`src/hw/rtl/spq_pkg.sv`:
```
// Shared constants, codes and control types for the sorted priority queue.
// No dependencies; every other file of the block depends on this package.
package spq_pkg;

  localparam int DEPTH_DEF     = 16;
  localparam int PRI_BITS_DEF  = 16;
  localparam int DATA_BITS_DEF = 32;

  // Operation codes of the input beat
  localparam logic OP_INSERT = 1'b0;
  localparam logic OP_REMOVE = 1'b1;

  // Result status codes
  localparam logic [1:0] ST_OK    = 2'd0;
  localparam logic [1:0] ST_FULL  = 2'd1;
  localparam logic [1:0] ST_EMPTY = 2'd2;

  // Commands from the controller to the datapath
  typedef struct packed {
    logic accept;     // capture the input beat and settle status
    logic rd_head;    // read logical slot 0
    logic rd_prev;    // read logical slot k-1
    logic rd_back2;   // read logical slot k-2
    logic shift;      // move the entry just read up to slot k, step k down
    logic place;      // write the new entry at slot k
    logic load_head;  // take the entry just read as the new head
    logic load_out;   // load the result register
  } spq_cmd_t;

  // Status from the datapath to the controller
  typedef struct packed {
    logic is_insert;
    logic refused;
    logic k_zero;
    logic k_one;
    logic cnt_zero;
    logic prev_gt;
    logic out_busy;
  } spq_sts_t;

endpackage

```
`src/hw/rtl/spq_ram.sv`:
```
// Generic simple dual-port RAM: one write port, one read port, registered read.
// Depends on spq_pkg for default sizes only.
module spq_ram #(
  parameter int WIDTH = spq_pkg::PRI_BITS_DEF + spq_pkg::DATA_BITS_DEF,
  parameter int DEPTH = spq_pkg::DEPTH_DEF
) (
  input  logic                     clk,
  input  logic                     we,
  input  logic [$clog2(DEPTH)-1:0] waddr,
  input  logic [WIDTH-1:0]         wdata,
  input  logic [$clog2(DEPTH)-1:0] raddr,
  output logic [WIDTH-1:0]         rdata
);

  logic [WIDTH-1:0] mem [DEPTH];

  always_ff @(posedge clk) begin
    if (we) begin
      mem[waddr] <= wdata;
    end
    rdata <= mem[raddr];
  end

endmodule

```
`src/hw/rtl/spq_ctrl.sv`:
```
// Controller state machine of the sorted priority queue.
// Depends on spq_pkg for the command and status types.
module spq_ctrl (
  input  logic              clk,
  input  logic              rst_n,
  input  logic              in_valid,
  output logic              in_stall,
  input  spq_pkg::spq_sts_t sts,
  output spq_pkg::spq_cmd_t cmd
);

  import spq_pkg::*;

  localparam logic [2:0] S_IDLE  = 3'd0;
  localparam logic [2:0] S_DISP  = 3'd1;
  localparam logic [2:0] S_CMP   = 3'd2;
  localparam logic [2:0] S_PLACE = 3'd3;
  localparam logic [2:0] S_HLD   = 3'd4;
  localparam logic [2:0] S_OUT   = 3'd5;

  logic [2:0] state_r;
  logic [2:0] state_nxt;

  always_comb begin
    cmd       = '0;
    state_nxt = state_r;
    case (state_r)
      S_IDLE: begin
        if (in_valid) begin
          cmd.accept = 1'b1;
          state_nxt  = S_DISP;
        end
      end
      S_DISP: begin
        if (sts.refused) begin
          state_nxt = S_OUT;
        end else if (sts.is_insert) begin
          if (sts.k_zero) begin
            state_nxt = S_PLACE;
          end else begin
            cmd.rd_prev = 1'b1;
            state_nxt   = S_CMP;
          end
        end else if (sts.cnt_zero) begin
          state_nxt = S_OUT;
        end else begin
          cmd.rd_head = 1'b1;
          state_nxt   = S_HLD;
        end
      end
      S_CMP: begin
        if (sts.prev_gt) begin
          cmd.shift = 1'b1;
          if (sts.k_one) begin
            state_nxt = S_PLACE;
          end else begin
            cmd.rd_back2 = 1'b1;
          end
        end else begin
          cmd.place = 1'b1;
          state_nxt = S_OUT;
        end
      end
      S_PLACE: begin
        cmd.place = 1'b1;
        state_nxt = S_OUT;
      end
      S_HLD: begin
        cmd.load_head = 1'b1;
        state_nxt     = S_OUT;
      end
      S_OUT: begin
        if (!sts.out_busy) begin
          cmd.load_out = 1'b1;
          state_nxt    = S_IDLE;
        end
      end
      default: begin
        state_nxt = S_IDLE;
      end
    endcase
  end

  always_ff @(posedge clk) begin
    if (!rst_n) begin
      state_r <= S_IDLE;
    end else begin
      state_r <= state_nxt;
    end
  end

  assign in_stall = (state_r != S_IDLE);

endmodule

```
`src/hw/rtl/spq_dp.sv`:
```
// Datapath of the sorted priority queue: circular entry store, head copy,
// count and result register. Depends on spq_pkg and spq_ram.
module spq_dp #(
  parameter int DEPTH     = spq_pkg::DEPTH_DEF,
  parameter int PRI_BITS  = spq_pkg::PRI_BITS_DEF,
  parameter int DATA_BITS = spq_pkg::DATA_BITS_DEF
) (
  input  logic                         clk,
  input  logic                         rst_n,
  input  logic                         in_opcode,
  input  logic signed [PRI_BITS-1:0]   in_item_priority,
  input  logic [DATA_BITS-1:0]         in_item_data,
  input  spq_pkg::spq_cmd_t            cmd,
  output spq_pkg::spq_sts_t            sts,
  output logic                         out_valid,
  input  logic                         out_stall,
  output logic [1:0]                   out_status,
  output logic                         out_removed_valid,
  output logic signed [PRI_BITS-1:0]   out_removed_priority,
  output logic [DATA_BITS-1:0]         out_removed_data,
  output logic [$clog2(DEPTH+1)-1:0]   out_entry_count,
  output logic                         out_queue_empty,
  output logic signed [PRI_BITS-1:0]   out_head_priority,
  output logic [DATA_BITS-1:0]         out_head_data
);

  import spq_pkg::*;

  localparam int AW = $clog2(DEPTH);
  localparam int CW = $clog2(DEPTH + 1);
  localparam int EW = PRI_BITS + DATA_BITS;
  localparam logic [AW:0]   DEPTH_A = (AW + 1)'(DEPTH);
  localparam logic [CW-1:0] DEPTH_C = CW'(DEPTH);

  // Add an offset to a slot address, wrapping at DEPTH
  function automatic logic [AW-1:0] wrap_add(input logic [AW-1:0] base,
                                             input logic [AW-1:0] off);
    logic [AW:0] sum;
    sum = {1'b0, base} + {1'b0, off};
    if (sum >= DEPTH_A) begin
      sum = sum - DEPTH_A;
    end
    return sum[AW-1:0];
  endfunction

  logic [CW-1:0]              count_r, count_nxt;
  logic [AW-1:0]              head_ptr_r, head_ptr_nxt;
  logic                       out_valid_r, out_valid_nxt;
  logic [AW-1:0]              k_r;
  logic                       op_r;
  logic signed [PRI_BITS-1:0] new_pri_r;
  logic [DATA_BITS-1:0]       new_data_r;
  logic [1:0]                 res_status_r;
  logic                       res_rvalid_r;
  logic [PRI_BITS-1:0]        res_rpri_r;
  logic [DATA_BITS-1:0]       res_rdata_r;
  logic [PRI_BITS-1:0]        hd_pri_r;
  logic [DATA_BITS-1:0]       hd_data_r;
  logic                       full;

  logic [AW-1:0]              rd_idx;
  logic                       ram_we;
  logic [AW-1:0]              ram_waddr;
  logic [EW-1:0]              ram_wdata;
  logic [AW-1:0]              ram_raddr;
  logic [EW-1:0]              ram_rdata;
  logic signed [PRI_BITS-1:0] rd_pri;

  assign full = (count_r == DEPTH_C);

  // Store addressing: logical slot 0 sits at head_ptr_r
  always_comb begin
    if (cmd.rd_head) begin
      rd_idx = '0;
    end else if (cmd.rd_back2) begin
      rd_idx = k_r - AW'(1) - AW'(1);
    end else begin
      rd_idx = k_r - AW'(1);
    end
  end

  assign ram_raddr = wrap_add(head_ptr_r, rd_idx);
  assign ram_waddr = wrap_add(head_ptr_r, k_r);
  assign ram_we    = cmd.shift | cmd.place;
  assign ram_wdata = cmd.shift ? ram_rdata : {new_pri_r, new_data_r};
  assign rd_pri    = ram_rdata[EW-1:DATA_BITS];

  spq_ram #(
    .WIDTH (EW),
    .DEPTH (DEPTH)
  ) u_store (
    .clk   (clk),
    .we    (ram_we),
    .waddr (ram_waddr),
    .wdata (ram_wdata),
    .raddr (ram_raddr),
    .rdata (ram_rdata)
  );

  always_comb begin
    count_nxt     = count_r;
    head_ptr_nxt  = head_ptr_r;
    out_valid_nxt = out_valid_r && out_stall;
    if (cmd.accept) begin
      if (in_opcode == OP_INSERT) begin
        if (!full) begin
          count_nxt = count_r + CW'(1);
        end
      end else if (count_r != '0) begin
        count_nxt    = count_r - CW'(1);
        head_ptr_nxt = wrap_add(head_ptr_r, AW'(1));
      end
    end
    if (cmd.load_out) begin
      out_valid_nxt = 1'b1;
    end
  end

  always_ff @(posedge clk) begin
    if (!rst_n) begin
      count_r     <= '0;
      head_ptr_r  <= '0;
      out_valid_r <= 1'b0;
    end else begin
      count_r     <= count_nxt;
      head_ptr_r  <= head_ptr_nxt;
      out_valid_r <= out_valid_nxt;
    end
  end

  // Item capture and status settle
  always_ff @(posedge clk) begin
    if (cmd.accept) begin
      op_r         <= in_opcode;
      new_pri_r    <= in_item_priority;
      new_data_r   <= in_item_data;
      k_r          <= count_r[AW-1:0];
      res_status_r <= ST_OK;
      res_rvalid_r <= 1'b0;
      res_rpri_r   <= '0;
      res_rdata_r  <= '0;
      if (in_opcode == OP_INSERT) begin
        if (full) begin
          res_status_r <= ST_FULL;
        end
      end else if (count_r == '0) begin
        res_status_r <= ST_EMPTY;
      end else begin
        res_rvalid_r <= 1'b1;
        res_rpri_r   <= hd_pri_r;
        res_rdata_r  <= hd_data_r;
      end
    end else if (cmd.shift) begin
      k_r <= k_r - AW'(1);
    end
  end

  // Head copy: refresh on placement at slot 0 or after a remove
  always_ff @(posedge clk) begin
    if (cmd.place && (k_r == '0)) begin
      hd_pri_r  <= new_pri_r;
      hd_data_r <= new_data_r;
    end else if (cmd.load_head) begin
      hd_pri_r  <= ram_rdata[EW-1:DATA_BITS];
      hd_data_r <= ram_rdata[DATA_BITS-1:0];
    end
  end

  // Result register
  always_ff @(posedge clk) begin
    if (cmd.load_out) begin
      out_status           <= res_status_r;
      out_removed_valid    <= res_rvalid_r;
      out_removed_priority <= res_rpri_r;
      out_removed_data     <= res_rdata_r;
      out_entry_count      <= count_r;
      out_queue_empty      <= (count_r == '0);
      out_head_priority    <= (count_r == '0) ? '0 : hd_pri_r;
      out_head_data        <= (count_r == '0) ? '0 : hd_data_r;
    end
  end

  assign out_valid = out_valid_r;

  always_comb begin
    sts.is_insert = (op_r == OP_INSERT);
    sts.refused   = (res_status_r != ST_OK);
    sts.k_zero    = (k_r == '0);
    sts.k_one     = (k_r == AW'(1));
    sts.cnt_zero  = (count_r == '0);
    sts.prev_gt   = (rd_pri > new_pri_r);
    sts.out_busy  = out_valid_r && out_stall;
  end

endmodule

```
`src/hw/rtl/sorted_priority_queue.sv`:
```
// Top level of the sorted priority queue: controller plus datapath.
// Depends on spq_pkg, spq_ctrl, spq_dp (and through it spq_ram).
//
// Usage
//   Input channel (in_*): one beat is one operation. in_opcode selects insert
//   or remove of the head; priority and data matter for insert only.
//   Result channel (out_*): exactly one beat per input beat, in order: status,
//   the removed entry (zero on insert or refusal), count, empty flag and the
//   head after the operation (zero when empty).
//   Entries sit sorted in a circular RAM store; smaller priority leaves first,
//   equal priorities leave in arrival order.
// Sequencing
//   One beat at a time; the input stays closed from accept until the result is
//   loaded. An insert moves every entry of larger priority up one slot, one at
//   a time on the single RAM write port, before it places the new entry.
// Reset
//   rst_n (synchronous) empties the queue; the store itself needs no clearing.
// Stalls
//   The result register holds while out_stall is high; a new beat is taken
//   meanwhile and its result waits, with the input closed, until the register frees.
module sorted_priority_queue #(
  parameter int DEPTH     = spq_pkg::DEPTH_DEF,
  parameter int PRI_BITS  = spq_pkg::PRI_BITS_DEF,
  parameter int DATA_BITS = spq_pkg::DATA_BITS_DEF
) (
  input  logic                         clk,
  input  logic                         rst_n,
  input  logic                         in_valid,
  output logic                         in_stall,
  input  logic                         in_opcode,
  input  logic signed [PRI_BITS-1:0]   in_item_priority,
  input  logic [DATA_BITS-1:0]         in_item_data,
  output logic                         out_valid,
  input  logic                         out_stall,
  output logic [1:0]                   out_status,
  output logic                         out_removed_valid,
  output logic signed [PRI_BITS-1:0]   out_removed_priority,
  output logic [DATA_BITS-1:0]         out_removed_data,
  output logic [$clog2(DEPTH+1)-1:0]   out_entry_count,
  output logic                         out_queue_empty,
  output logic signed [PRI_BITS-1:0]   out_head_priority,
  output logic [DATA_BITS-1:0]         out_head_data
);

  import spq_pkg::*;

  localparam int CW = $clog2(DEPTH + 1);

  spq_cmd_t cmd;
  spq_sts_t sts;

  // Sequence each operation: capture, walk the store, load the result
  spq_ctrl u_ctrl (
    .clk      (clk),
    .rst_n    (rst_n),
    .in_valid (in_valid),
    .in_stall (in_stall),
    .sts      (sts),
    .cmd      (cmd)
  );

  // Hold the entries, the count and the result register
  spq_dp #(
    .DEPTH     (DEPTH),
    .PRI_BITS  (PRI_BITS),
    .DATA_BITS (DATA_BITS)
  ) u_dp (
    .clk                  (clk),
    .rst_n                (rst_n),
    .in_opcode            (in_opcode),
    .in_item_priority     (in_item_priority),
    .in_item_data         (in_item_data),
    .cmd                  (cmd),
    .sts                  (sts),
    .out_valid            (out_valid),
    .out_stall            (out_stall),
    .out_status           (out_status),
    .out_removed_valid    (out_removed_valid),
    .out_removed_priority (out_removed_priority),
    .out_removed_data     (out_removed_data),
    .out_entry_count      (out_entry_count),
    .out_queue_empty      (out_queue_empty),
    .out_head_priority    (out_head_priority),
    .out_head_data        (out_head_data)
  );

  // One operation in flight: an accepted beat closes the input side
  a_one_in_flight: assert property (@(posedge clk) disable iff (!rst_n)
    (in_valid && !in_stall) |=> in_stall)
    else $error("input taken while an operation was in flight");

  // An empty queue reports a zero head
  a_empty_head: assert property (@(posedge clk) disable iff (!rst_n)
    (out_valid && out_queue_empty) |->
      (out_head_priority == '0 && out_head_data == '0 && out_entry_count == '0))
    else $error("empty result carries a head entry");

  // A removed entry only comes with an ok status
  a_removed_ok: assert property (@(posedge clk) disable iff (!rst_n)
    (out_valid && out_removed_valid) |-> (out_status == ST_OK))
    else $error("removed entry reported with a failing status");

  // A refused insert only happens at full count
  a_full_count: assert property (@(posedge clk) disable iff (!rst_n)
    (out_valid && out_status == ST_FULL) |-> (out_entry_count == CW'(DEPTH)))
    else $error("insert refused below full count");

endmodule
```
`config.mk`:
```
export PLATFORM = sky130hd
export DESIGN_NAME = sorted_priority_queue
export DESIGN_NICKNAME = d
export VERILOG_FILES = /design/src/hw/rtl/spq_pkg.sv /design/src/hw/rtl/spq_ram.sv /design/src/hw/rtl/spq_ctrl.sv /design/src/hw/rtl/spq_dp.sv /design/src/hw/rtl/sorted_priority_queue.sv
export SDC_FILE = /design/constraint.sdc
export NUM_CORES = 1
export LEC_CHECK = 0
export BUFFER_PORTS_ARGS = -buffer_cell sky130_fd_sc_hd__buf_4
export CELL_PAD_IN_SITES_DETAIL_PLACEMENT = 2
export CELL_PAD_IN_SITES_GLOBAL_PLACEMENT = 2
export CORE_MARGIN = 4
export CORE_UTILIZATION = 48
export DETAILED_ROUTE_END_ITERATION = 10
export MAX_ROUTING_LAYER = met4
export PLACE_DENSITY = 0.78
export SYNTH_ARGS = -nofsm -noshare
export SYNTH_HDL_FRONTEND = slang
export SYNTH_SLANG_ARGS = --single-unit
```
`constraint.sdc`:
```
create_clock -name clk -period 10.2 [get_ports clk]
set_clock_uncertainty 0.2 [all_clocks]
set_input_delay 2.55 -clock clk [delete_from_list [all_inputs] [get_ports clk]]
set_output_delay 2.55 -clock clk [all_outputs]
set_load 0.05 [all_outputs]
```
* After elaboration in Yosys (flattened, before gate mapping)
Memory sizes are Yosys's and may differ from the RTL's. A register that Yosys moved wholly into a read port is not among the register bits.
Cells that the tools add are included.
** Cells by class
- $lt $le $gt $ge :: 4
- Equal/unequal tests :: 12
- Bitwise operators :: 1
- Reductions and logical operators :: 14
- Mux-type cells :: 48
- Add/subtract/negate cells :: 10
** Operator list (count)
- two-way mux 32 bit :: 3
- two-way mux 16 bit :: 3
- two-way mux 48 bit :: 1
- two-way mux 4 bit :: 7
- subtractor 4 x 1 -> 4 bit (second input constant) :: 5
- two-way mux 3 bit :: 6
- two-way mux 1 bit :: 17
- greater-than comparator 16 bit :: 1
- greater-or-equal comparator 5 bit (second input constant) :: 3
- two-way mux 5 bit :: 3
- one-hot mux 3 bit (5 select lines) :: 1
- two-way mux 2 bit :: 6
- adder 4 x 4 -> 5 bit :: 2
- AND reduction 3 bit :: 3
- equality test 3 x 2 -> 1 bit (second input constant) :: 2
- equality test 3 bit (second input constant) :: 2
- != test 2 bit (second input constant) :: 3
- nonzero test 2 bit :: 3
- adder 4 x 1 -> 5 bit (second input constant) :: 1
- adder 5 x 1 -> 5 bit (second input constant) :: 1
- equality test 5 bit (second input constant) :: 1
- zero test 5 bit :: 1
- nonzero test 5 bit :: 1
- subtractor 5 x 1 -> 5 bit (second input constant) :: 1
- other kinds (11) :: 12
** Word-level totals
- Memories :: 1
- Flip-flop bits (word level) :: 270
- Memory bits (writable) :: 768
- Input port bits :: 53
- Output and inout bits :: 107
** Memories
- u_dp.u_store.mem :: depth 16, bits a word 48, rd ports 1, clocked after Yosys merged registers in 1, wr ports 1, line spq_ram.sv:15 : logic [WIDTH-1:0] mem [DEPTH];

* Longest topological paths before layout
Gate-level depths: netlist (run 1).
- Depth after elaboration :: 9
- Depth in mapped cells :: 20

* Modules after synthesis
A second synthesis (run 1) with hierarchy kept.
** Unflattened totals
- Cells, all modules :: 1941
- Area, all modules :: 40905.5 um^2
** Modules (own cells, without submodules)
- spq_ram :: cells each 1242, instances 1, sequential area each 24023.0 um^2, area an instance 29691.0 um^2
- spq_dp :: cells each 670, instances 1, sequential area each 7917.6 um^2, area an instance 10983.0 um^2
- spq_ctrl :: cells each 29, instances 1, sequential area each 60.1 um^2, area an instance 231.5 um^2

* Worst setup path before layout (run 1)
No wires, ideal clock.
- Kind :: input to register
- Start point :: input port out_stall
- End point :: register u_dp.out_entry_count[0], enable pin
- Arrival time :: 7505 ps
- Stages :: 1
- Buffers on the path :: 0
- Setup slack :: 1892 ps
- Cells stage by stage :: a21oi_1
** On the way
- Longest elaborated chain between the ends :: 3
** Ends and longest elaborated chain
- start: declaration :: line sorted_priority_queue.sv:34 : input logic out_stall,
- logical AND 1 bit :: line spq_dp.sv:192 : sts.out_busy = out_valid_r && out_stall;
- two-way mux 1 bit :: line spq_ctrl.sv:73 : if (!sts.out_busy) begin
- two-way mux 1 bit :: line spq_ctrl.sv:27 : case (state_r)
- end signal: assignment :: line spq_dp.sv:176 : out_entry_count <= count_r;
- end: declaration :: line spq_dp.sv:21 : output logic [$clog2(DEPTH+1)-1:0] out_entry_count,
No other way between the ends.
A chain may end at the register's enable or synchronous reset.

* Worst setup path after layout (run 1)
- Start point :: register u_dp.new_pri_r[15]
- End point :: register u_dp.u_store.rdata[43], read port of u_dp.u_store.mem
** On the way
- Longest elaborated chain between the ends :: 8
- Elaborated cells between the ends (all ways) :: 9
- Those cells by class :: add/sub (2); order compare (2); mux (5)
** Ends and longest elaborated chain
- start: declaration :: line spq_dp.sv:51 : logic signed [PRI_BITS-1:0] new_pri_r;
- start signal: assignment :: line spq_dp.sv:135 : new_pri_r <= in_item_priority;
- greater-than comparator 16 bit (*) :: line spq_dp.sv:191 : sts.prev_gt = (rd_pri > new_pri_r);
- two-way mux 2 bit (*) :: line spq_ctrl.sv:52 : if (sts.prev_gt) begin
- two-way mux 2 bit (*) :: line spq_ctrl.sv:27
- two-way mux 4 bit (*) :: line spq_dp.sv:75 : end else if (cmd.rd_back2) begin
- two-way mux 4 bit (*) :: line spq_dp.sv:73 : if (cmd.rd_head) begin
- adder 4 x 4 -> 5 bit (*) :: line spq_dp.sv:39 : sum = {1'b0, base} + {1'b0, off};
- subtractor 4 x 1 -> 4 bit / greater-or-equal comparator 5 bit (equally long branches) :: line spq_dp.sv:41, spq_dp.sv:40
- two-way mux 4 bit (*) :: line spq_dp.sv:40 : if (sum >= DEPTH_A) begin
- end: declaration :: line spq_ram.sv:12 : output logic [WIDTH-1:0] rdata
Mark *: on every way between the ends. The rest lies on a longest branch, timed or not.

==> impl_metrics.yaml, run 1 <==
drt:
  drc_errors: 0
  wl_per_cell_um: 44.0
  dr.first_iter.drc_count: 3198
  dr.pass1.iters: 6
  drtAntennaViolNets: 0
  wl_mm: 152
  vias_per_cell: 6.70
  num_vias: 23200
finish:
  final_cell_area_sq_mm: 0.0478
  drive_gt1_share_pct: 30.5
  final_common_cell: "edfxtp_1"
  syn_to_final_growth_pct: 15.3
  post-route-util_pct: 55.9
  fin_nets: 2302
  final_cell_mix: "1,025 x edfxtp_1, 203 x buf_4, 192 x mux4_2, 114 x clkbuf_16, 82 x mux2_2"
logic_synthesis:
  yosysSeqAreaShare_pct: 77.2
  netlist_area_sq_mm: 0.0414
  synth.distinct_cells: 54
  ys_seq_elements: 1086
  netlist_instances: 2002
  yosys_warnings: 0
  synth.avg_cell_area_sq_um: 20.7
  synth_nets: 2089
  synth_ff_type: "edfxtp_1"
  synthArstFlopShare_pct: 0
  synth_edf_count: 1025
global_routing:
  grt_max_degree: 145
  grt_pass1_vias: 24100
  grt_antenna_before_repair: 10
  grt.overflow.total: 0
  grt_usage_pct: 32.7
  grt_pass1_wl_mm: 202
worst_setup_path:
  critPathLaunch: "u_dp.new_pri_r[15]"
  cp_data_arrival_time_ns: 7.90
  r2r_start: "u_dp.new_pri_r[15]"
  critPathRequiredTime_ns: 10.50
  crit_type: "reg2reg"
  worstPathMaxFanout: 63
  path_cells: "inv_1 -> ha_1 -> nand4_1 -> nor2_1 -> a21oi_1 -> and4_1 -> or2_2 -> nor3_2 -> a21boi_1 -> xnor2_1 -> nor2_1 -> ha_4 -> fa_4 -> buf_4 -> mux4_2 -> nor3_1 -> a221oi_2"
  startpoint_type: "register"
  path_common_cell: "nor2_1"
  crit_buf_inv: 2
  endpoint_kind: "register"
  max_stage_delay_ns: 1.56
  path_delay_family: "adder cells"
  slowest_stage: "fa_4"
placed_design:
  port_buffers: 159
  dpl_cell_area_sq_mm: 0.0442
  dp_hpwl_mm: 72.8
  gp_congestion: 0.747
  preCtsSetupSlack_ns: 3.33
timing:
  setup-tns-final_ns: 0
  max_freq_ghz: 0.132
  slew_headroom_pct: 16.7
  timing.final.ws_setup_ns: 2.60
  maxSlewViolCount: 0
  tightest_slew_ns: 1.25
  post-route-period-util_pct: 74.5
  period_minus_slack_ns: 7.60
  hold_ws_ns: 0.224
  finalSetupViolCount: 0
  final_hold_viol_count: 0
  rsz0062_at_grt: "false"
power:
  vdd_drop_max_mv: 0.318
  static-leakage-power_nw: 15.9
  p_per_area_mw_per_mm2: 271
clock_tree:
  path_clk_slew_ns: 0.08
  clock_sinks: 1086
  cts_buffers: 110
  ctsResizeCount: 0
  clk-insertion-delay-late_ns: 0.72
  holdBufCountCts: 0
  clock-root-buffer: "clkbuf_16"
  h-tree-depth: 3
  cts_tree: "built"
  clock_path_buffers: 3
  post_cts_buffers: 0
die:
  dieHeight_um: 302
  die_area_sq_mm: 0.0911
  rows: 107
  start_util_pct: 48.5
  coreArea_sq_mm: 0.0854
  die_w_um: 302
  ios: 160
flow_run:
  drv_cap: 0
min_path:
  worstHoldStart: "u_dp.res_rdata_r[24]"
  hold_class: "reg2reg"
status:
  status: "complete, no violations"
==> registers in the layout, indices dropped and copies added, names as in the netlist, 2 cells and up <==
name / count
u_dp.out_removed_data: 32
u_dp.new_pri_r: 16
u_dp.out_head_data: 32
u_dp.u_store.mem: 768
u_dp.new_data_r: 32
u_ctrl.state_r: 3
u_dp.count_r: 5
u_dp.res_status_r: 2
u_dp.res_rdata_r: 32
u_dp.u_store.rdata: 48
u_dp.hd_data_r: 32
u_dp.res_rpri_r: 16
u_dp.out_entry_count: 5
u_dp.k_r: 4
u_dp.hd_pri_r: 16
u_dp.head_ptr_r: 4
u_dp.out_removed_priority: 16
u_dp.out_status: 2
u_dp.out_head_priority: 16
==> logic make-up (layout without fill, tap and decap cells) <==
logic type / Yosys count / after routing / synth area share, %
and+or+nand+nor: 301 / 301 / 3.74
xor gates and xnor gates: 16 / 16 / 0.383
DFF: 1086 / 1086 / 77.2
other: 0 / 6 / 0
buffers and inverters: 132 / 442 / 1.36
AOI/OAI and AO/OA: 109 / 109 / 2.36
adders and majority gates: 34 / 34 / 1.08
muxes: 324 / 324 / 13.9
==> path summary, 6_finish.rpt <==
path	to	slack (ns)	depth (start not counted)
worst max-delay path	u_dp.u_store.rdata[43]	2.60	17
worst min-delay path	u_dp.out_removed_data[24]	0.22	0
worst min register to register	u_dp.out_removed_data[24]	0.22	0
worst max register to register	u_dp.u_store.rdata[43]	2.60	17
==> metal layers <==
metal / vias to the layer above / wire [um] / GRT usage [%]
li1: 8568 / - / -
met1: 12500 / 56600 / 41.6
met2: 1731 / 76600 / 53.7
met3: 350 / 13100 / 5.50
met4: 0 / 6220 / 11.4
met5: - / 0 / -
==> Yosys cell counts (5+ instances only) <==
library cell	number	share of area (%)
nor3_1	55	0.66
mux2_2	82	2.2
buf_6	5	0.14
o21ai_0	23	0.28
a221oi_2	30	1.1
nand2b_1	6	0.091
inv_1	26	0.24
a21o_1	5	0.091
xor2_1	7	0.15
and3_1	48	0.72
buf_1	10	0.091
clkbuf_1	75	0.68
edfxtp_1	1025	74
mux4_2	192	10
nor2_1	78	0.71
buf_2	11	0.13
nand4_1	5	0.075
xnor2_1	8	0.17
a21oi_1	18	0.22
nand2_1	36	0.33
dfxtp_1	61	2.9
ha_1	31	0.94
mux2i_1	49	1.2
a221oi_1	18	0.38
nor2b_1	5	0.075
and2_1	55	0.83
==> report_power, final <==
part | switching, mW | total [mW] | internal (mW) | leakage, nW
Combinational | 1.95 | 3.13 | 1.18 | 4.30
Clock | 1.98 | 4.32 | 2.34 | 1.76
Sequential | 0.224 | 5.51 | 5.28 | 9.81
==> through the flow <==
step	total power, mW	cells
detailed placement	8.43	3247
global route	13.3	3461
floorplan	7.49	2002
global placement	8.11	3247
finish	13.0	3462
CTS	12.8	3456
==> cell type report <==
type	count	area, sq um
Timing Repair Buffer	206	1580
Clock buffer	155	3120
Inverter	27	104
Fill cell	7082	37600
Tap cell	1144	1430
Multi-Input combinational cell	784	9050
Antenna cell	6	15.0
Clock inverter	54	483
Sequential cell	1086	32000
(Power assumes the default switching activity.)
==> run 2, diff against run 1 <==
--- a/config.mk
+++ b/config.mk
@@ -9,10 +9,10 @@
 export CELL_PAD_IN_SITES_DETAIL_PLACEMENT = 2
 export CELL_PAD_IN_SITES_GLOBAL_PLACEMENT = 2
 export CORE_MARGIN = 4
-export CORE_UTILIZATION = 48
+export CORE_UTILIZATION = 44
 export DETAILED_ROUTE_END_ITERATION = 10
 export MAX_ROUTING_LAYER = met4
-export PLACE_DENSITY = 0.78
+export PLACE_DENSITY = 0.76
 export SYNTH_ARGS = -nofsm -noshare
 export SYNTH_HDL_FRONTEND = slang
 export SYNTH_SLANG_ARGS = --single-unit
==> constraint.sdc (replaced) <==
create_clock -name clk -period 6.15 [get_ports clk]
set_clock_uncertainty 0.2 [all_clocks]
set_input_delay 1.5375 -clock clk [delete_from_list [all_inputs] [get_ports clk]]
set_output_delay 1.5375 -clock clk [all_outputs]
set_load 0.05 [all_outputs]
==> impl_metrics.yaml, run 2 (synthesis gave the netlist of run 1 again) <==
global_routing:
  grt.overflow.total: 0
  grt_max_degree: 106
  grt_antenna_before_repair: 5
  grt_pass1_wl_mm: 194
  grt_usage_pct: 28.4
  grt_pass1_vias: 24100
finish:
  top_regs: "u_dp.u_store.mem (768), u_dp.u_store.rdata (48)"
  final_cell_mix: "1,025 x edfxtp_1, 203 x buf_4, 192 x mux4_2, 115 x clkbuf_16, 82 x mux2_2"
  drive_gt1_share_pct: 31.2
  final_common_cell: "edfxtp_1"
  syn_to_final_growth_pct: 16.8
  fillers: 8032
  largest-register: "u_dp.u_store.mem"
  largest_reg_flops: 768
  fin_nets: 2323
  post-route-util_pct: 51.9
  fin_cells: 3590
worst_setup_path:
  cp_data_arrival_time_ns: 6.39
  endpoint_kind: "register"
  critPathRequiredTime_ns: 6.49
  startpoint_type: "register"
  slowest_stage: "a2111o_1"
  worstPathMaxFanout: 24
  max_stage_delay_ns: 0.54
  crit_type: "reg2reg"
  path_cells: "inv_1 -> ha_1 -> nand4_1 -> a2111o_1 -> and4_1 -> or2_2 -> nor3_2 -> a21boi_4 -> a211oi_1 -> a31o_2 -> ha_1 -> a21o_1 -> a21oi_1 -> xor2_2 -> xnor2_4 -> buf_12 -> buf_12 -> mux2i_1 -> a221oi_1"
power:
  vdd_drop_max_mv: 0.298
  internal-power_mw: 14.9
  power_mw: 21.3
  p_sw_share_pct: 30.3
  p_per_area_mw_per_mm2: 440
  p_comb_share_pct: 24.0
  seq_power_share_pct: 42.7
  switchingPower_mw: 6.45
  static-leakage-power_nw: 16.1
  pwr-share-clk_pct: 33.3
die:
  start_util_pct: 44.4
  dieHeight_um: 315
  coreArea_sq_mm: 0.0933
  die_area_sq_mm: 0.0992
  ios: 160
  rows: 112
  die_w_um: 315
timing:
  finalSetupViolCount: 0
  maxSlewViolCount: 0
  period_minus_slack_ns: 6.06
  post-route-period-util_pct: 98.5
  slew_headroom_pct: 14.2
  setup-tns-final_ns: 0
  max_freq_ghz: 0.165
  tightest_slew_ns: 1.28
  hold_ws_ns: 0.216
  rsz0062_at_grt: "false"
  final_hold_viol_count: 0
clock_tree:
  clock_path_buffers: 3
  holdBufCountCts: 0
  clock_sinks: 1086
  clock-root-buffer: "clkbuf_16"
  h-tree-depth: 3
  clk-insertion-delay-late_ns: 0.69
  path_clk_slew_ns: 0.07
  cts_buffers: 112
  cts_tree: "built"
drt:
  drtAntennaViolNets: 0
  num_vias: 22100
  wl_per_cell_um: 38.0
  dr.pass1.iters: 5
  dr.first_iter.drc_count: 2669
  drc_errors: 0
  wl_mm: 137
  vias_per_cell: 6.14
flow_run:
  drv_cap: 0
placed_design:
  dp_hpwl_mm: 74.6
  port_buffers: 159
  gp_congestion: 0.740
  post-place-cells: 3371
min_path:
  hold_class: "reg2reg"
status:
  status: "complete, no violations"
[run 2: changes by cell type in the layout (fill, tap and decap cells not counted), moves of 2 or more]
cell / previous run / this run
diode_2: 6 / 3
o21ai_0: 23 / 21
o21ai_1: 0 / 2
buf_6: 0 / 2
bufinv_16: 8 / 12
buf_12: 3 / 20
clkinv_2: 22 / 20
[run 2: cell type report]
| class | count | area [sq um] | area share (%) |
|---|---|---|---|
| Clock inverter | 55 | 583 | 1.20 |
| Clock buffer | 156 | 3130 | 6.47 |
| Inverter | 27 | 104 | 0.215 |
| Sequential cell | 1086 | 32000 | 66.1 |
| Tap cell | 1254 | 1570 | 3.24 |
| Antenna cell | 3 | 7.51 | 0.0155 |
| Multi-Input combinational cell | 784 | 9070 | 18.7 |
| Timing Repair Buffer | 225 | 1950 | 4.02 |
[run 2: final timing paths]
kind / start / end / slack (ns) / cells past startpoint
max: u_dp.new_pri_r[15] / u_dp.u_store.rdata[0] / 0.09 / 19
max reg2reg: u_dp.new_pri_r[15] / u_dp.u_store.rdata[0] / 0.09 / 19
min: u_dp.res_rpri_r[15] / u_dp.out_removed_priority[15] / 0.22 / 0
min reg2reg: u_dp.res_rpri_r[15] / u_dp.out_removed_priority[15] / 0.22 / 0
[run 2: timing repair]
action,in CTS,in global routing
resized for setup,3,1
pin swaps,1,0
endpoints found under the setup margin,42,10
buffers inserted,3,0
[run 2: critical path: cells and delay by family (launching register included)]
family	cells	cell delay (ns)
AOI/OAI and AO/OA	7	2.21
xor gates and xnor gates	2	0.62
adders and majority gates	2	0.72
buffers and inverters	3	0.43
DFF	1	0.36
muxes	1	0.17
and+or+nand+nor	4	1.17
[run 2: per-stage QoR]
| stage | cell area (sq um) | worst slack, ns |
|---|---|---|
| finish | 48400 | 0.0946 |
| global route | 48400 | 0.0600 |
| floorplan | 41500 | 0.602 |
| CTS | 48400 | 0.111 |
| detailed placement | 44600 | 0.0398 |
| global placement | 44600 | 0.548 |
[run 2: power groups by stage]
stage	combinational [mW]	sequential, mW	clock (mW)
after global routing	5.39	9.11	7.51
after floorplan	3.25	9.16	0
after detailed placement	4.85	9.19	0
after CTS	5.13	9.08	7.18
final	5.12	9.09	7.09
after global placement	4.48	9.13	0
[run 2: per-layer routing]
metal  global-route usage [%]  part of all wire [%]  routed length [um]
met1                     34.3                    38               51800
met3                     4.17                   6.2                8530
met2                     49.1                    52               71100
met4                     9.93                   3.7                5110
met5                        -                     0                   0
==> run 3, diff against run 2 <==
--- a/config.mk
+++ b/config.mk
@@ -8,7 +8,7 @@
 export BUFFER_PORTS_ARGS = -buffer_cell sky130_fd_sc_hd__buf_4
 export CELL_PAD_IN_SITES_DETAIL_PLACEMENT = 2
 export CELL_PAD_IN_SITES_GLOBAL_PLACEMENT = 2
-export CORE_MARGIN = 4
+export CORE_MARGIN = 10
 export CORE_UTILIZATION = 44
 export DETAILED_ROUTE_END_ITERATION = 10
 export MAX_ROUTING_LAYER = met4
==> constraint.sdc (replaced) <==
create_clock -name clk -period 6.15 [get_ports clk]
set_clock_uncertainty 0.2 [all_clocks]
set_input_delay 0.9225 -clock clk [delete_from_list [all_inputs] [get_ports clk]]
set_output_delay 0.9225 -clock clk [all_outputs]
set_load 0.05 [all_outputs]
==> impl_metrics.yaml, run 3 (synthesis gave the netlist of run 1 again) <==
power:
  static-leakage-power_nw: 16.2
  p_per_area_mw_per_mm2: 455
  internal-power_mw: 15.1
  pwr-share-clk_pct: 34.4
  seq_power_share_pct: 41.3
  p_sw_share_pct: 31.6
  p_comb_share_pct: 24.3
  power_mw: 22.1
  switchingPower_mw: 6.98
  vdd_drop_max_mv: 0.316
die:
  rows: 112
  ios: 160
  die_w_um: 327
  die_area_sq_mm: 0.107
  dieHeight_um: 327
  coreArea_sq_mm: 0.0933
  start_util_pct: 44.4
finish:
  post-route-util_pct: 52.1
  top_regs: "u_dp.u_store.mem (768), u_dp.u_store.rdata (48)"
  drive_gt1_share_pct: 31.9
  largest_reg_flops: 768
  final_cell_mix: "1,025 x edfxtp_1, 209 x buf_4, 192 x mux4_2, 111 x clkbuf_16, 82 x mux2_2"
  largest-register: "u_dp.u_store.mem"
  final_common_cell: "edfxtp_1"
  fin_nets: 2326
  final_cell_area_sq_mm: 0.0486
  fin_cells: 3593
  syn_to_final_growth_pct: 17.3
worst_setup_path:
  crit_type: "reg2reg"
  crit_buf_inv: 3
  r2r_cells: 18
  path_delay_family: "compound AO/OA/AOI/OAI gates"
  r2r_slack_ns: -0.38
  startpoint_type: "register"
  max_stage_delay_ns: 0.57
  worstPathMaxFanout: 48
  cp_data_arrival_time_ns: 6.90
  endpoint_kind: "register"
  r2r_end: "u_dp.u_store.rdata[22]"
  path_cells: "inv_1 -> ha_1 -> nand4_1 -> a2111o_1 -> and4_1 -> or2_2 -> nor3_2 -> a21boi_4 -> nor2_1 -> a211oi_2 -> ha_1 -> a21oi_2 -> xor2_2 -> xnor2_4 -> buf_4 -> buf_12 -> mux2i_1 -> a221oi_1"
  slowest_stage: "a2111o_1"
  critPathRequiredTime_ns: 6.52
  r2r_start: "u_dp.new_pri_r[8]"
  path_common_cell: "ha_1"
timing:
  tightest_slew_ns: 1.30
  max_freq_ghz: 0.153
  maxSlewViolCount: 0
  post-route-period-util_pct: 106
  slew_headroom_pct: 12.0
  period_minus_slack_ns: 6.53
  final_hold_viol_count: 0
  finalSetupViolCount: 48
  timing.final.ws_setup_ns: -0.381
flow_run:
  drv_cap: 0
drt:
  num_vias: 23000
  drtAntennaViolNets: 0
  dr.pass1.iters: 7
  drc_errors: 0
  wl_per_cell_um: 42.6
  vias_per_cell: 6.40
  dr.first_iter.drc_count: 3263
  wl_mm: 153
placed_design:
  gp_congestion: 0.751
  port_buffers: 159
  post-place-cells: 3371
  dpl_cell_area_sq_mm: 0.0446
  dp_hpwl_mm: 75.5
  preCtsSetupSlack_ns: 0.0753
clock_tree:
  clock_sinks: 1086
  holdBufCountCts: 0
  clk-insertion-delay-late_ns: 0.74
  h-tree-depth: 3
  clock_path_buffers: 3
  clock-root-buffer: "clkbuf_16"
  path_clk_slew_ns: 0.12
  cts_buffers: 109
  cts_tree: "built"
global_routing:
  grt_max_degree: 99
  grt_usage_pct: 27.3
  grt_pass1_wl_mm: 202
  grt_pass1_vias: 24300
  grt_antenna_before_repair: 4
  grt.overflow.total: 0
min_path:
  hold_class: "in2reg"
  worstHoldStart: "in_item_data[2]"
  worstHoldEndpoint: "u_dp.new_data_r[2]"
  whs_path_depth: 1
status:
  violations: "setup timing"
  status: "finished, violations left"
==> run 3: changes by cell type in the layout (fill, tap and decap cells not counted), moves of 4 or more <==
cell and change:
bufinv_16 +8, buf_4 +6, clkinv_1 -6, clkinvlp_4 +4
clkbuf_1 -6, clkbuf_16 -4
==> run 3: worst register-to-register path, stage by stage, from the launching register on <==
cell and delay [ns]:
edfxtp_1 0.51, inv_1 0.19, ha_1 0.34, nand4_1 0.35
a2111o_1 0.57, and4_1 0.25, or2_2 0.35, nor3_2 0.30
a21boi_4 0.39, nor2_1 0.20, a211oi_2 0.49, ha_1 0.41
a21oi_2 0.23, xor2_2 0.33, xnor2_4 0.21, buf_4 0.18
buf_12 0.29, mux2i_1 0.24, a221oi_1 0.37
==> run 3: repair_timing <==
action,in CTS,in global routing
endpoints found under the setup margin,48,28
pin swaps,2,2
buffers inserted,4,2
resized for setup,5,3
cloned,1,0
==> run 3: cell type report <==
class / instances / area [sq um]
well taps: 1254 / 1570
diodes: 4 / 10.0
fillers: 7999 / 44700
flip-flops and latches: 1086 / 32000
clock buffers: 143 / 2970
inverters: 27 / 104
clock inverters: 64 / 857
multi-input cells: 784 / 9080
repair buffers: 231 / 2010
==> run 3: power groups by stage <==
stage | registers [mW] | logic, mW | clock network, mW
4_1_cts | 9.10 | 5.21 | 7.43
6_report | 9.14 | 5.37 | 7.60
2_1_floorplan | 9.16 | 3.25 | 0
3_5_place_dp | 9.22 | 4.87 | 0
5_1_grt | 9.15 | 5.61 | 7.91
3_3_place_gp | 9.14 | 4.44 | 0
==> run 3: how the worst max path moves through the flow <==
stage	start	endpoint	slack (ns)	depth (start not counted)
after CTS	u_dp.new_pri_r[15]	u_dp.u_store.rdata[2]	0.005	17
after global placement	u_dp.new_pri_r[15]	u_dp.u_store.rdata[20]	0.63	17
final	u_dp.new_pri_r[8]	u_dp.u_store.rdata[22]	-0.38	18
after floorplan	u_dp.k_r[0]	u_dp.u_store.mem[0][0]	0.60	6
after detailed placement	u_dp.new_pri_r[15]	u_dp.u_store.rdata[6]	0.08	17
after global routing	u_dp.new_pri_r[8]	u_dp.u_store.rdata[22]	-0.19	18
==> run 3: per-layer routing <==
metal | routed length (um) | vias to the layer above | GRT usage [%]
met3 | 11400 | 362 | 4.63
met1 | 57500 | 12500 | 33.5
li1 | - | 8632 | -
met4 | 6800 | 0 | 8.86
met2 | 77300 | 1509 | 45.8
met5 | 0 | - | -
==> run 3: stage by stage <==
stage | TNS, ns | hold slack [ns]
global route | -2.69 | 0.163
detailed placement | 0 | 0.209
floorplan | 0 | 0.200
global placement | 0 | 0.204
CTS | 0 | 0.174
finish | -10.79 | 0.172
